[src/sv/prf_pkg.sv]
// ============================================================================
// prf_pkg
// Shared types, constants and the fixed colour palette of the frame refresher.
// ============================================================================
package prf_pkg;

    // Frame geometry
    localparam int FRAME_ENTRIES = 64;
    localparam int F_AW          = $clog2(FRAME_ENTRIES);
    localparam int PIX_IDX_W     = 6;

    // Received byte codes
    localparam logic [7:0] RX_NONE      = 8'h00;
    localparam logic [7:0] RESTART_CODE = 8'h20;

    typedef logic [7:0]           t_byte;
    typedef logic [PIX_IDX_W-1:0] t_pix_idx;
    typedef logic [F_AW-1:0]      t_addr;

    // Map a 4-bit palette index to an RRRGGGBB colour
    function automatic t_byte palette_color(input logic [3:0] idx);
        t_byte c;
        case (idx)
            4'd0:    c = 8'hF0;
            4'd1:    c = 8'hE0;
            4'd2:    c = 8'h40;
            4'd3:    c = 8'hE8;
            4'd4:    c = 8'hFC;
            4'd5:    c = 8'h1C;
            4'd6:    c = 8'h0C;
            4'd7:    c = 8'h5E;
            4'd8:    c = 8'h1F;
            4'd9:    c = 8'h07;
            4'd10:   c = 8'h02;
            4'd11:   c = 8'h46;
            4'd12:   c = 8'hE3;
            4'd13:   c = 8'hFF;
            4'd14:   c = 8'h4A;
            default: c = 8'h00;
        endcase
        return c;
    endfunction

endpackage

[src/sv/prf_in_if.sv]
// ============================================================================
// prf_in_if
// Request channel carrying one received byte.
// ============================================================================
interface prf_in_if import prf_pkg::*; ();
    logic  valid;
    logic  ready;
    t_byte rx_byte;

    modport source (output valid, output rx_byte, input ready);
    modport sink   (input valid, input rx_byte, output ready);
endinterface

[src/sv/prf_out_if.sv]
// ============================================================================
// prf_out_if
// Request channel carrying one frame entry of a refresh.
// ============================================================================
interface prf_out_if import prf_pkg::*; ();
    logic     valid;
    logic     ready;
    t_byte    pixel_color;
    t_pix_idx pixel_index;
    logic     frame_last;

    modport source (output valid, output pixel_color, output pixel_index,
                    output frame_last, input ready);
    modport sink   (input valid, input pixel_color, input pixel_index,
                    input frame_last, output ready);
endinterface

[src/sv/palette_frame_refresher.sv]
// ============================================================================
// palette_frame_refresher
// Writes palette colours from received bytes into a frame store and emits
// the whole frame after every received byte.
// ============================================================================
//
//  channel | dir | payload                               | one request is
//  --------+-----+---------------------------------------+------------------
//  i_in    | in  | rx_byte                               | one received byte
//  o_out   | out | pixel_color, pixel_index, frame_last  | one frame entry
//
//  Each byte is accepted, then its two colours (high nibble first) are written
//  into the frame store (skipped for the no-byte and restart codes), then all
//  FRAME_ENTRIES entries are read through the store's single read port.
//  Read data passes a registered read stage and an output register, so the
//  next byte is taken while the last entries of a frame still drain.
//  Reset (synchronous, active low) clears the position and all entry valid
//  bits at once; an unwritten entry reads as zero.
//  A stalled output holds the sweep; no entry is lost or repeated.
//
module palette_frame_refresher import prf_pkg::*; (
    input  logic      i_clk,
    input  logic      i_rst_n,
    prf_in_if.sink    i_in,
    prf_out_if.source o_out
);

    localparam logic [1:0] S_IDLE  = 2'd0;
    localparam logic [1:0] S_WR_HI = 2'd1;
    localparam logic [1:0] S_WR_LO = 2'd2;
    localparam logic [1:0] S_EMIT  = 2'd3;

    localparam t_addr LAST_ENTRY = F_AW'(FRAME_ENTRIES - 1);

    // Frame store and its valid bits
    t_byte                     mem [FRAME_ENTRIES];
    logic [FRAME_ENTRIES-1:0]  r_valid;

    logic [1:0] r_state, n_state;
    t_byte      r_byte;
    t_addr      r_pos,   n_pos;
    t_addr      r_k,     n_k;

    // Read stage
    logic       r_rd_vld;
    t_byte      r_rd_data;
    logic       r_rd_ok;
    t_addr      r_rd_idx;

    // Output register
    logic       r_o_vld;
    t_byte      r_o_color;
    t_addr      r_o_idx;
    logic       r_o_last;

    logic       in_acc;
    logic       out_take;
    logic       rd_issue;
    logic       wr_en;
    t_byte      wr_data;

    assign in_acc   = i_in.valid && i_in.ready;
    assign out_take = !r_o_vld || o_out.ready;
    assign rd_issue = (r_state == S_EMIT) && (!r_rd_vld || out_take);
    assign wr_en    = (r_state == S_WR_HI) || (r_state == S_WR_LO);
    assign wr_data  = (r_state == S_WR_HI) ? palette_color(r_byte[7:4])
                                           : palette_color(r_byte[3:0]);

    // Sequence one byte: decode, write, sweep
    always_comb begin
        n_state = r_state;
        n_pos   = r_pos;
        n_k     = r_k;
        case (r_state)
            S_IDLE: begin
                if (in_acc) begin
                    n_k = '0;
                    if (i_in.rx_byte == RX_NONE) begin
                        n_state = S_EMIT;
                    end else if (i_in.rx_byte == RESTART_CODE) begin
                        n_pos   = '0;
                        n_state = S_EMIT;
                    end else begin
                        n_state = S_WR_HI;
                    end
                end
            end
            S_WR_HI, S_WR_LO: begin
                n_pos   = (r_pos == LAST_ENTRY) ? '0 : r_pos + F_AW'(1);
                n_state = (r_state == S_WR_HI) ? S_WR_LO : S_EMIT;
            end
            S_EMIT: begin
                if (rd_issue) begin
                    n_k = r_k + F_AW'(1);
                    if (r_k == LAST_ENTRY) begin
                        n_state = S_IDLE;
                    end
                end
            end
            default: n_state = S_IDLE;
        endcase
    end

    // Control registers
    always_ff @(posedge i_clk) begin
        if (!i_rst_n) begin
            r_state <= S_IDLE;
            r_pos   <= '0;
            r_k     <= '0;
        end else begin
            r_state <= n_state;
            r_pos   <= n_pos;
            r_k     <= n_k;
        end
    end

    // Latch the accepted byte
    always_ff @(posedge i_clk) begin
        if (in_acc) begin
            r_byte <= i_in.rx_byte;
        end
    end

    // Frame store: one write port, one registered read port
    always_ff @(posedge i_clk) begin
        if (wr_en) begin
            mem[r_pos] <= wr_data;
        end
        if (rd_issue) begin
            r_rd_data <= mem[r_k];
        end
    end

    // Mark written entries; reset clears them all
    always_ff @(posedge i_clk) begin
        if (!i_rst_n) begin
            r_valid <= '0;
        end else if (wr_en) begin
            r_valid[r_pos] <= 1'b1;
        end
    end

    // Read stage side information
    always_ff @(posedge i_clk) begin
        if (rd_issue) begin
            r_rd_ok  <= r_valid[r_k];
            r_rd_idx <= r_k;
        end
    end

    always_ff @(posedge i_clk) begin
        if (!i_rst_n) begin
            r_rd_vld <= 1'b0;
        end else if (rd_issue) begin
            r_rd_vld <= 1'b1;
        end else if (out_take) begin
            r_rd_vld <= 1'b0;
        end
    end

    // Output register: advance when empty or taken
    always_ff @(posedge i_clk) begin
        if (!i_rst_n) begin
            r_o_vld <= 1'b0;
        end else if (out_take) begin
            r_o_vld <= r_rd_vld;
        end
    end

    always_ff @(posedge i_clk) begin
        if (out_take && r_rd_vld) begin
            r_o_color <= r_rd_ok ? r_rd_data : '0;
            r_o_idx   <= r_rd_idx;
            r_o_last  <= (r_rd_idx == LAST_ENTRY);
        end
    end

    assign i_in.ready        = (r_state == S_IDLE);
    assign o_out.valid       = r_o_vld;
    assign o_out.pixel_color = r_o_color;
    assign o_out.pixel_index = PIX_IDX_W'(r_o_idx);
    assign o_out.frame_last  = r_o_last;

    // The low colour write always follows the high one
    a_wr_order: assert property (@(posedge i_clk) disable iff (!i_rst_n)
        (r_state == S_WR_LO) |-> ($past(r_state) == S_WR_HI))
        else $error("low write without high write");

    // Last mark only on the final entry
    a_last_idx: assert property (@(posedge i_clk) disable iff (!i_rst_n)
        (r_o_vld && r_o_last) |-> (r_o_idx == LAST_ENTRY))
        else $error("frame_last on wrong entry");

    // Entries follow in order within a frame
    a_idx_seq: assert property (@(posedge i_clk) disable iff (!i_rst_n)
        (r_o_vld && o_out.ready && !r_o_last)
        |=> (!r_o_vld || (r_o_idx == $past(r_o_idx) + F_AW'(1))))
        else $error("frame entries out of order");

    // No byte is taken while a write or sweep is under way
    a_busy: assert property (@(posedge i_clk) disable iff (!i_rst_n)
        (wr_en || rd_issue) |-> !in_acc)
        else $error("byte accepted while busy");

endmodule
[src/flat_wrapper.sv]
// flat-port wrapper written by rule: the top's interface ports become plain ports
module palette_frame_refresher_flat import prf_pkg::*;
  (i_clk, i_rst_n, i_in_valid, i_in_rx_byte, i_in_ready, o_out_valid, o_out_pixel_color, o_out_pixel_index, o_out_frame_last, o_out_ready);
  prf_in_if i_in_i ();
  prf_out_if o_out_i ();
  input  logic i_clk;
  input  logic i_rst_n;
  input wire logic [$bits(i_in_i.valid)-1:0] i_in_valid;
  input wire logic [$bits(i_in_i.rx_byte)-1:0] i_in_rx_byte;
  output wire logic [$bits(i_in_i.ready)-1:0] i_in_ready;
  output wire logic [$bits(o_out_i.valid)-1:0] o_out_valid;
  output wire logic [$bits(o_out_i.pixel_color)-1:0] o_out_pixel_color;
  output wire logic [$bits(o_out_i.pixel_index)-1:0] o_out_pixel_index;
  output wire logic [$bits(o_out_i.frame_last)-1:0] o_out_frame_last;
  input wire logic [$bits(o_out_i.ready)-1:0] o_out_ready;
  assign i_in_i.valid = i_in_valid;
  assign i_in_i.rx_byte = i_in_rx_byte;
  assign i_in_ready = i_in_i.ready;
  assign o_out_valid = o_out_i.valid;
  assign o_out_pixel_color = o_out_i.pixel_color;
  assign o_out_pixel_index = o_out_i.pixel_index;
  assign o_out_frame_last = o_out_i.frame_last;
  assign o_out_i.ready = o_out_ready;
  palette_frame_refresher u_core (.i_clk(i_clk), .i_rst_n(i_rst_n), .i_in(i_in_i), .o_out(o_out_i));
endmodule
[config.mk]
export PLATFORM = sky130hd
export DESIGN_NAME = palette_frame_refresher_flat
export DESIGN_NICKNAME = d
export VERILOG_FILES = /design/src/sv/prf_pkg.sv /design/src/sv/prf_in_if.sv /design/src/sv/prf_out_if.sv /design/src/sv/palette_frame_refresher.sv /design/src/flat_wrapper.sv
export SDC_FILE = /design/constraint.sdc
export NUM_CORES = 1
export LEC_CHECK = 0
export ABC_AREA = 1
export BUFFER_PORTS_ARGS = -buffer_cell sky130_fd_sc_hd__buf_4
export CELL_PAD_IN_SITES_DETAIL_PLACEMENT = 0
export CELL_PAD_IN_SITES_GLOBAL_PLACEMENT = 1
export CORE_MARGIN = 8
export CORE_UTILIZATION = 50
export CTS_BUF_LIST = sky130_fd_sc_hd__clkbuf_16
export DETAILED_ROUTE_END_ITERATION = 10
export PLACE_DENSITY_LB_ADDON = 0.2
export REMOVE_ABC_BUFFERS = 1
export SYNTH_ARGS = -nofsm -noshare
export SYNTH_HDL_FRONTEND = slang
export SYNTH_SLANG_ARGS = --single-unit
export TNS_END_PERCENT = 5
[constraint.sdc]
create_clock -name i_clk -period 2.9 [get_ports i_clk]
set_clock_uncertainty 0.2 [all_clocks]
set_input_delay 0.29 -clock i_clk [delete_from_list [all_inputs] [get_ports i_clk]]
set_output_delay 0.29 -clock i_clk [all_outputs]
set_load 0.03 [all_outputs]
==> metrics, run 1 <==
status=complete, no violations; final setup fails=0; Worst Setup End Kind=register; CP Cell Sequence=inv_6, buf_12, nand2_1, nand3_1, nand2_1, nand2_1, nand2_1, inv_1, nand2_1, nand2_1, nand2_1, inv_1, nand2_1; Critical Path Start Type=register; Main synth FF type=edfxtp_1; CP required=3080 ps; placed standard-cell area=26180 sq um; P_leak=11.57 nW; share of layout cells above drive strength 1=0.09480; Max Clock Freq=382.5 MHz; Peak VDD IR=1060 uV; # rows=between 80 and 90; first-pass GRT wire length=100000 um; Slowest-stage cell, CP=dfxtp_4; antenna diode count=0; critical path class=register to register; Most Frequent Cell on Critical Path=nand2_1; total die area=between 50000 and 60000 sq um; DRC viols=0; largest net degree at the start of global routing=between 100 and 150; Vias=17380; port buffer count=28; fin area=28320 sq um; initial antenna violation count=0; Avg Cell Area, Syn=slightly below 10 sq um; Mapped Area=roughly 25000 sq um; part of the power in registers=0.421; hold_sp=i_in_rx_byte[1]; commonest non-fill, non-tap cell in the layout=nand2_1; post-synthesis sequential area ratio=0.6555; CTS tree=built; XOR/XNOR Fraction of Synth Area=0.0003497; gr ovfl total=0; Root Buffer=clkbuf_16; post-CTS sizing=0; Post-synth EDFFs=between 400 and 500; post-synthesis mux area share=0.003147; CP delay by family, top=buffers and inverters; crit path from=u_core.r_k[0]; Unique masters post-synth=38; fin. max-slew vios=0; Post-Synthesis Cells=2557; worst-path maximum fanout=59; total number of H-tree levels=2; # fillers=4329; #FFs+latches synth=578; Fin. Hold Viols=0; multi-input logic area=6664 sq um; Worst-path clk slew=60 ps; Via-to-Cell Ratio=5.170; register area=16420 sq um; Starting DRT DRC Count=1713; ys async rst share=0; Synth Area in Adders=0.007994; main combinational cell family by area after synthesis=simple AND/OR/NAND/NOR gates; Max Cap Viol=0; Tmin final=2614 ps; final wirelength=between 60000 and 70000 um; CTS Sinks=578; Area Growth Syn to Fin=13.08%; WP buf/inv=4; WL/cell=19.15 um; Setup WS post-layout=about 290 ps; CP max stage delay=~460 ps; Total Routing Usage GR=0.2268; Sw Pwr=8.996 mW; WHS=203.5 ps; core area=49760 sq um; Place WS=359.7 ps; Compound-Gate Fraction of Synth Area=0.02948; RSZ-0062 raised after global routing=false; I/O pin count=29; Total Power=26.29 mW; Final Cycle Share=0.9015; Comb pwr share=0.280; Fin Setup TNS=0 ps; synth warn=0; reg2reg start=u_core.r_k[0]; measured slew at the worst slew-check pin=968.4 ps; hpwl dp=38860 um; most frequent cells in the layout=nand2_1 (719), edfxtp_1 (484), nor2_1 (393); Power Density=928.3 nW/um^2; vias in the first global route=roughly 17000; Slew HR=0.3544; placer congestion estimate=between 0.8 and 0.9; Arrival @ worst endpoint=2800 ps; total CTS buffers=59; worst-skew pair later-pin latency=620 ps; drt first pass iters=5; final net count=2667; Synth Area in Simple Gates=0.2250; type of the tightest min-delay check=primary input to register; Final ANT Viol Nets=0; switch share=0.3422; Die Y=239.8 um; Clock power frac=0.299; Internal=approximately 17 mW; starting density of the core=0.5033; clock tree buffer depth=3; die width=around 240 um
-- cell type report --
cell class | count | area share
clock inverter | 50 | 0.01705
tap | 672 | 0.02969
multi-input combinational | 1553 | 0.2353
sequential | 578 | 0.5799
inverter | 312 | 0.04162
timing repair buffer | 135 | 0.04162
clock buffer | 62 | 0.05478
-- flip-flops by register name (all words and copies together) (netlist names), 6 cells and up, named ones only --
signal,count
u_core.mem,448
u_core.r_valid,64
u_core.r_byte,8
u_core.o_out.pixel_color,7
u_core.r_rd_data,7
u_core.o_out.pixel_index,6
u_core.r_k,6
u_core.r_pos,6
u_core.r_rd_idx,6
-- repair_timing --
| action | in CTS | in global routing |
|---|---|---|
| hold buffers | 11 | 0 |
| buffers inserted | 0 | 0 |
| hold endpoints to repair | 43 | 0 |
-- path summary, 6_finish.rpt --
| path | to | slack [ps] | depth (start not counted) |
|---|---|---|---|
| max | u_core.r_rd_data[3] | 290 | 13 |
| min | u_core.r_byte[1] | 200 | 2 |
| max reg2reg | u_core.r_rd_data[3] | 290 | 13 |
| min reg2reg | u_core.o_out.pixel_index[4] | 250 | 0 |
-- Yosys cell counts, types with 16 or more instances --
cell type  count  share of area
a21oi_1       32         0.0064
buf_2         36         0.0072
buf_4         22         0.0066
buf_6         31          0.014
clkbuf_1      19         0.0028
dfxtp_1       94          0.075
edfxtp_1     484           0.58
ha_1          16         0.0080
inv_1        300          0.045
nand2_1      719           0.11
nand3_1      254          0.051
nor2_1       393          0.059
o21ai_0       79          0.016
-- cell families after synthesis --
kind of cell | after synthesis
xor gates and xnor gates | 1
muxes | 7
AOI/OAI and AO/OA | 134
buffers and inverters | 426
adders and majority gates | 16
and+or+nand+nor | 1395
DFF | 578
-- metrics by stage --
step                utilization  cells
floorplan                     -   2443
global placement         0.5260   3239
detailed placement       0.5260   3239
CTS                      0.5691   3362
global route             0.5691   3362
finish                   0.5691   3362
-- metal layers --
metal / share of wire / track usage
met3: 0.068 / 0.02910
met4: 0.027 / 0.07139
met1: 0.44 / 0.3139
met2: 0.47 / 0.3705
met5: 0 / 0
-- power by group through the flow --
stage / combinational (mW) / clock, mW / sequential [mW]
after detailed placement: 7.34 / 0 / 11.2
final: 7.36 / 7.87 / 11.1
after global routing: 8.16 / 8.32 / 11.1
after global placement: 7.27 / 0 / 11.2
after floorplan: 3.52 / 0 / 11.4
after CTS: 7.40 / 7.99 / 11.1
(Power assumes the default switching activity.)
==> run 2, diff against run 1 <==
--- a/config.mk
+++ b/config.mk
@@ -14,6 +14,7 @@
 export CTS_BUF_LIST = sky130_fd_sc_hd__clkbuf_16
 export DETAILED_ROUTE_END_ITERATION = 10
 export PLACE_DENSITY_LB_ADDON = 0.2
+export RECOVER_POWER = 50
 export REMOVE_ABC_BUFFERS = 1
 export SYNTH_ARGS = -nofsm -noshare
 export SYNTH_HDL_FRONTEND = slang
==> run 2 against run 1 <==
Effect of this change: the flow now finishes with violations (max-capacitance violations, max-slew violations); via count grew 0.35%; wire length grew 0.14%; core utilization shrank 0.29 points; design area shrank 0.50%; hold slack gained 22 ps; sequential power is essentially flat; sequential share of layout area grew 0.29 points; global-route usage is the same; total power shrank 0.24%; setup slack lost 150 ps; cell count is the same; register-to-register slack lost 150 ps; largest cell class unchanged.
==> metrics, run 2 (synthesis results as in run 1) <==
status=finished with violations; failing checks=max-capacitance violations, max-slew violations; WL/cell=~19 um; total CTS buffers=59; share of layout cells above drive strength 1=0.08104; die width=239.8 um; worst-skew pair later-pin latency=roughly 620 ps; RR Endpoint=u_core.mem[62][6]; RSZ-0062 raised after global routing=false; Slowest-stage cell, CP=mux2_1; Final Cycle Share=0.9531; commonest non-fill, non-tap cell in the layout=nand2_1; antenna diode count=0; post-CTS setup buffers=0; Final ANT Viol Nets=0; drt first pass iters=5; Comb pwr share=0.278; Die Y=239.8 um; first-pass GRT wire length=around 100000 um; Clock power frac=0.300; final setup fails=0; Worst Setup End Kind=register; Most flops, register=u_core.mem; most frequent cells in the layout=nand2_1 (719), edfxtp_1 (484), nor2_1 (393); port buffer count=28; Power Density=930.8 nW/um^2; # rows=just over 80; Via-to-Cell Ratio=approximately 5.2; Max Cap Viol=1; CTS tree=built; CP Cell Sequence=inv_1, ha_1, mux2_1, buf_6; Root Buffer=clkbuf_16; CP max stage delay=1000 ps; part of the power in registers=0.423; Fin. Hold Viols=0; Internal=17.25 mW; measured slew at the worst slew-check pin=2244 ps; fin area=between 20000 and 30000 sq um; placed standard-cell area=about 26000 sq um; final wirelength=roughly 64000 um; vias in the first global route=around 17000; fin. max-slew vios=69; clock tree buffer depth=3; final net count=2667; total die area=57510 sq um; type of the tightest min-delay check=primary input to register; hpwl dp=38860 um; Worst-path clk slew=about 60 ps; post-CTS sizing=0; reg2reg start=u_core.r_state[1]; crit path to=u_core.mem[62][6]; Max Clock Freq=approximately 360 MHz; # hold bufs at CTS=11; Tmin final=2764 ps; P_leak=between 10 and 15 nW; Peak VDD IR=1049 uV; setup slack, reg-to-reg=140 ps; Vias=17440; worst r2r path cells=4; critical path class=register to register; initial antenna violation count=0; DRC viols=0; worst-path maximum fanout=43; Fin Setup TNS=0 ps; Area Growth Syn to Fin=12.51%; I/O pin count=29; gr ovfl total=0; CP required=about 3100 ps; Critical Path Start Type=register; largest net degree at the start of global routing=112; crit path from=u_core.r_state[1]; Slew HR=-0.4962; Largest register FFs=448; placer congestion estimate=0.8811; total number of H-tree levels=2; switch share=0.3424; Arrival @ worst endpoint=2930 ps; Sw Pwr=8.979 mW; WHS=225.6 ps; Starting DRT DRC Count=1710; Total Routing Usage GR=0.2268; core area=between 40000 and 50000 sq um; CTS Sinks=578; Core Util, Final=0.5663; Largest regs=u_core.mem (448), u_core.r_valid (64), u_core.r_byte (8); starting density of the core=0.5033
-- run 2: changes by cell type in the layout (fill, tap and decap cells not counted), moves of 3 or more --
cell,delta
clkbuf_1,+27
mux2_1,+4
buf_4,-35
mux2_2,-4
o21ai_2,-3
clkbuf_4,+7
-- run 2: power by group through the flow --
stage	Clock (mW)	Combinational [mW]	Sequential, mW
floorplan	0	3.52	11.4
global placement	0	7.27	11.2
detailed placement	0	7.34	11.2
CTS	7.99	7.40	11.1
global route	8.32	8.07	11.1
finish	7.86	7.28	11.1
-- run 2: worst min-delay path by stage --
stage | from | endpoint | slack (ps) | cells after the start
4_1_cts | i_in_rx_byte[0] | u_core.r_byte[0] | 160 | 2
2_1_floorplan | i_in_rx_byte[0] | u_core.r_byte[0] | 190 | 0
3_3_place_gp | u_core.r_rd_idx[5] | u_core.o_out.pixel_index[5] | 230 | 0
5_1_grt | i_in_rx_byte[1] | u_core.r_byte[1] | 210 | 2
6_report | i_in_rx_byte[1] | u_core.r_byte[1] | 230 | 2
3_5_place_dp | u_core.r_rd_idx[3] | u_core.o_out.pixel_index[3] | 240 | 0
-- run 2: area by class of cell --
| type | count | area [sq um] |
|---|---|---|
| clock buffer | 62 | 1551 |
| inverter | 312 | 1179 |
| clock inverter | 50 | 483.0 |
| fill | 4369 | 21580 |
| timing repair buffer | 135 | 1051 |
| sequential | 578 | 16420 |
| tap | 672 | 840.8 |
| multi-input combinational | 1553 | 6649 |
-- run 2: per-stage QoR --
stage | worst slack (ps) | total power [mW] | cells
6_report | 136.1 | 26.23 | 3362
3_5_place_dp | 359.7 | 18.58 | 3239
5_1_grt | 68.69 | 27.50 | 3362
2_1_floorplan | -4948 | 14.92 | 2443
4_1_cts | 340.3 | 26.45 | 3362
3_3_place_gp | 356.2 | 18.49 | 3239
-- run 2: per-layer routing --
metal  up-vias  share of wire  track usage
met4         0          0.026      0.07139
met5         -              0            0
li1       8419              -            -
met1      8288           0.44       0.3139
met3       108          0.065      0.02910
met2       625           0.47       0.3705
-- run 2: critical path: cells and delay by family, from the launching register on --
| family | cells | cell delay, ps |
|---|---|---|
| muxes | 1 | 1000 |
| DFF | 1 | 380 |
| buffers and inverters | 2 | 560 |
| adders and majority gates | 1 | 320 |
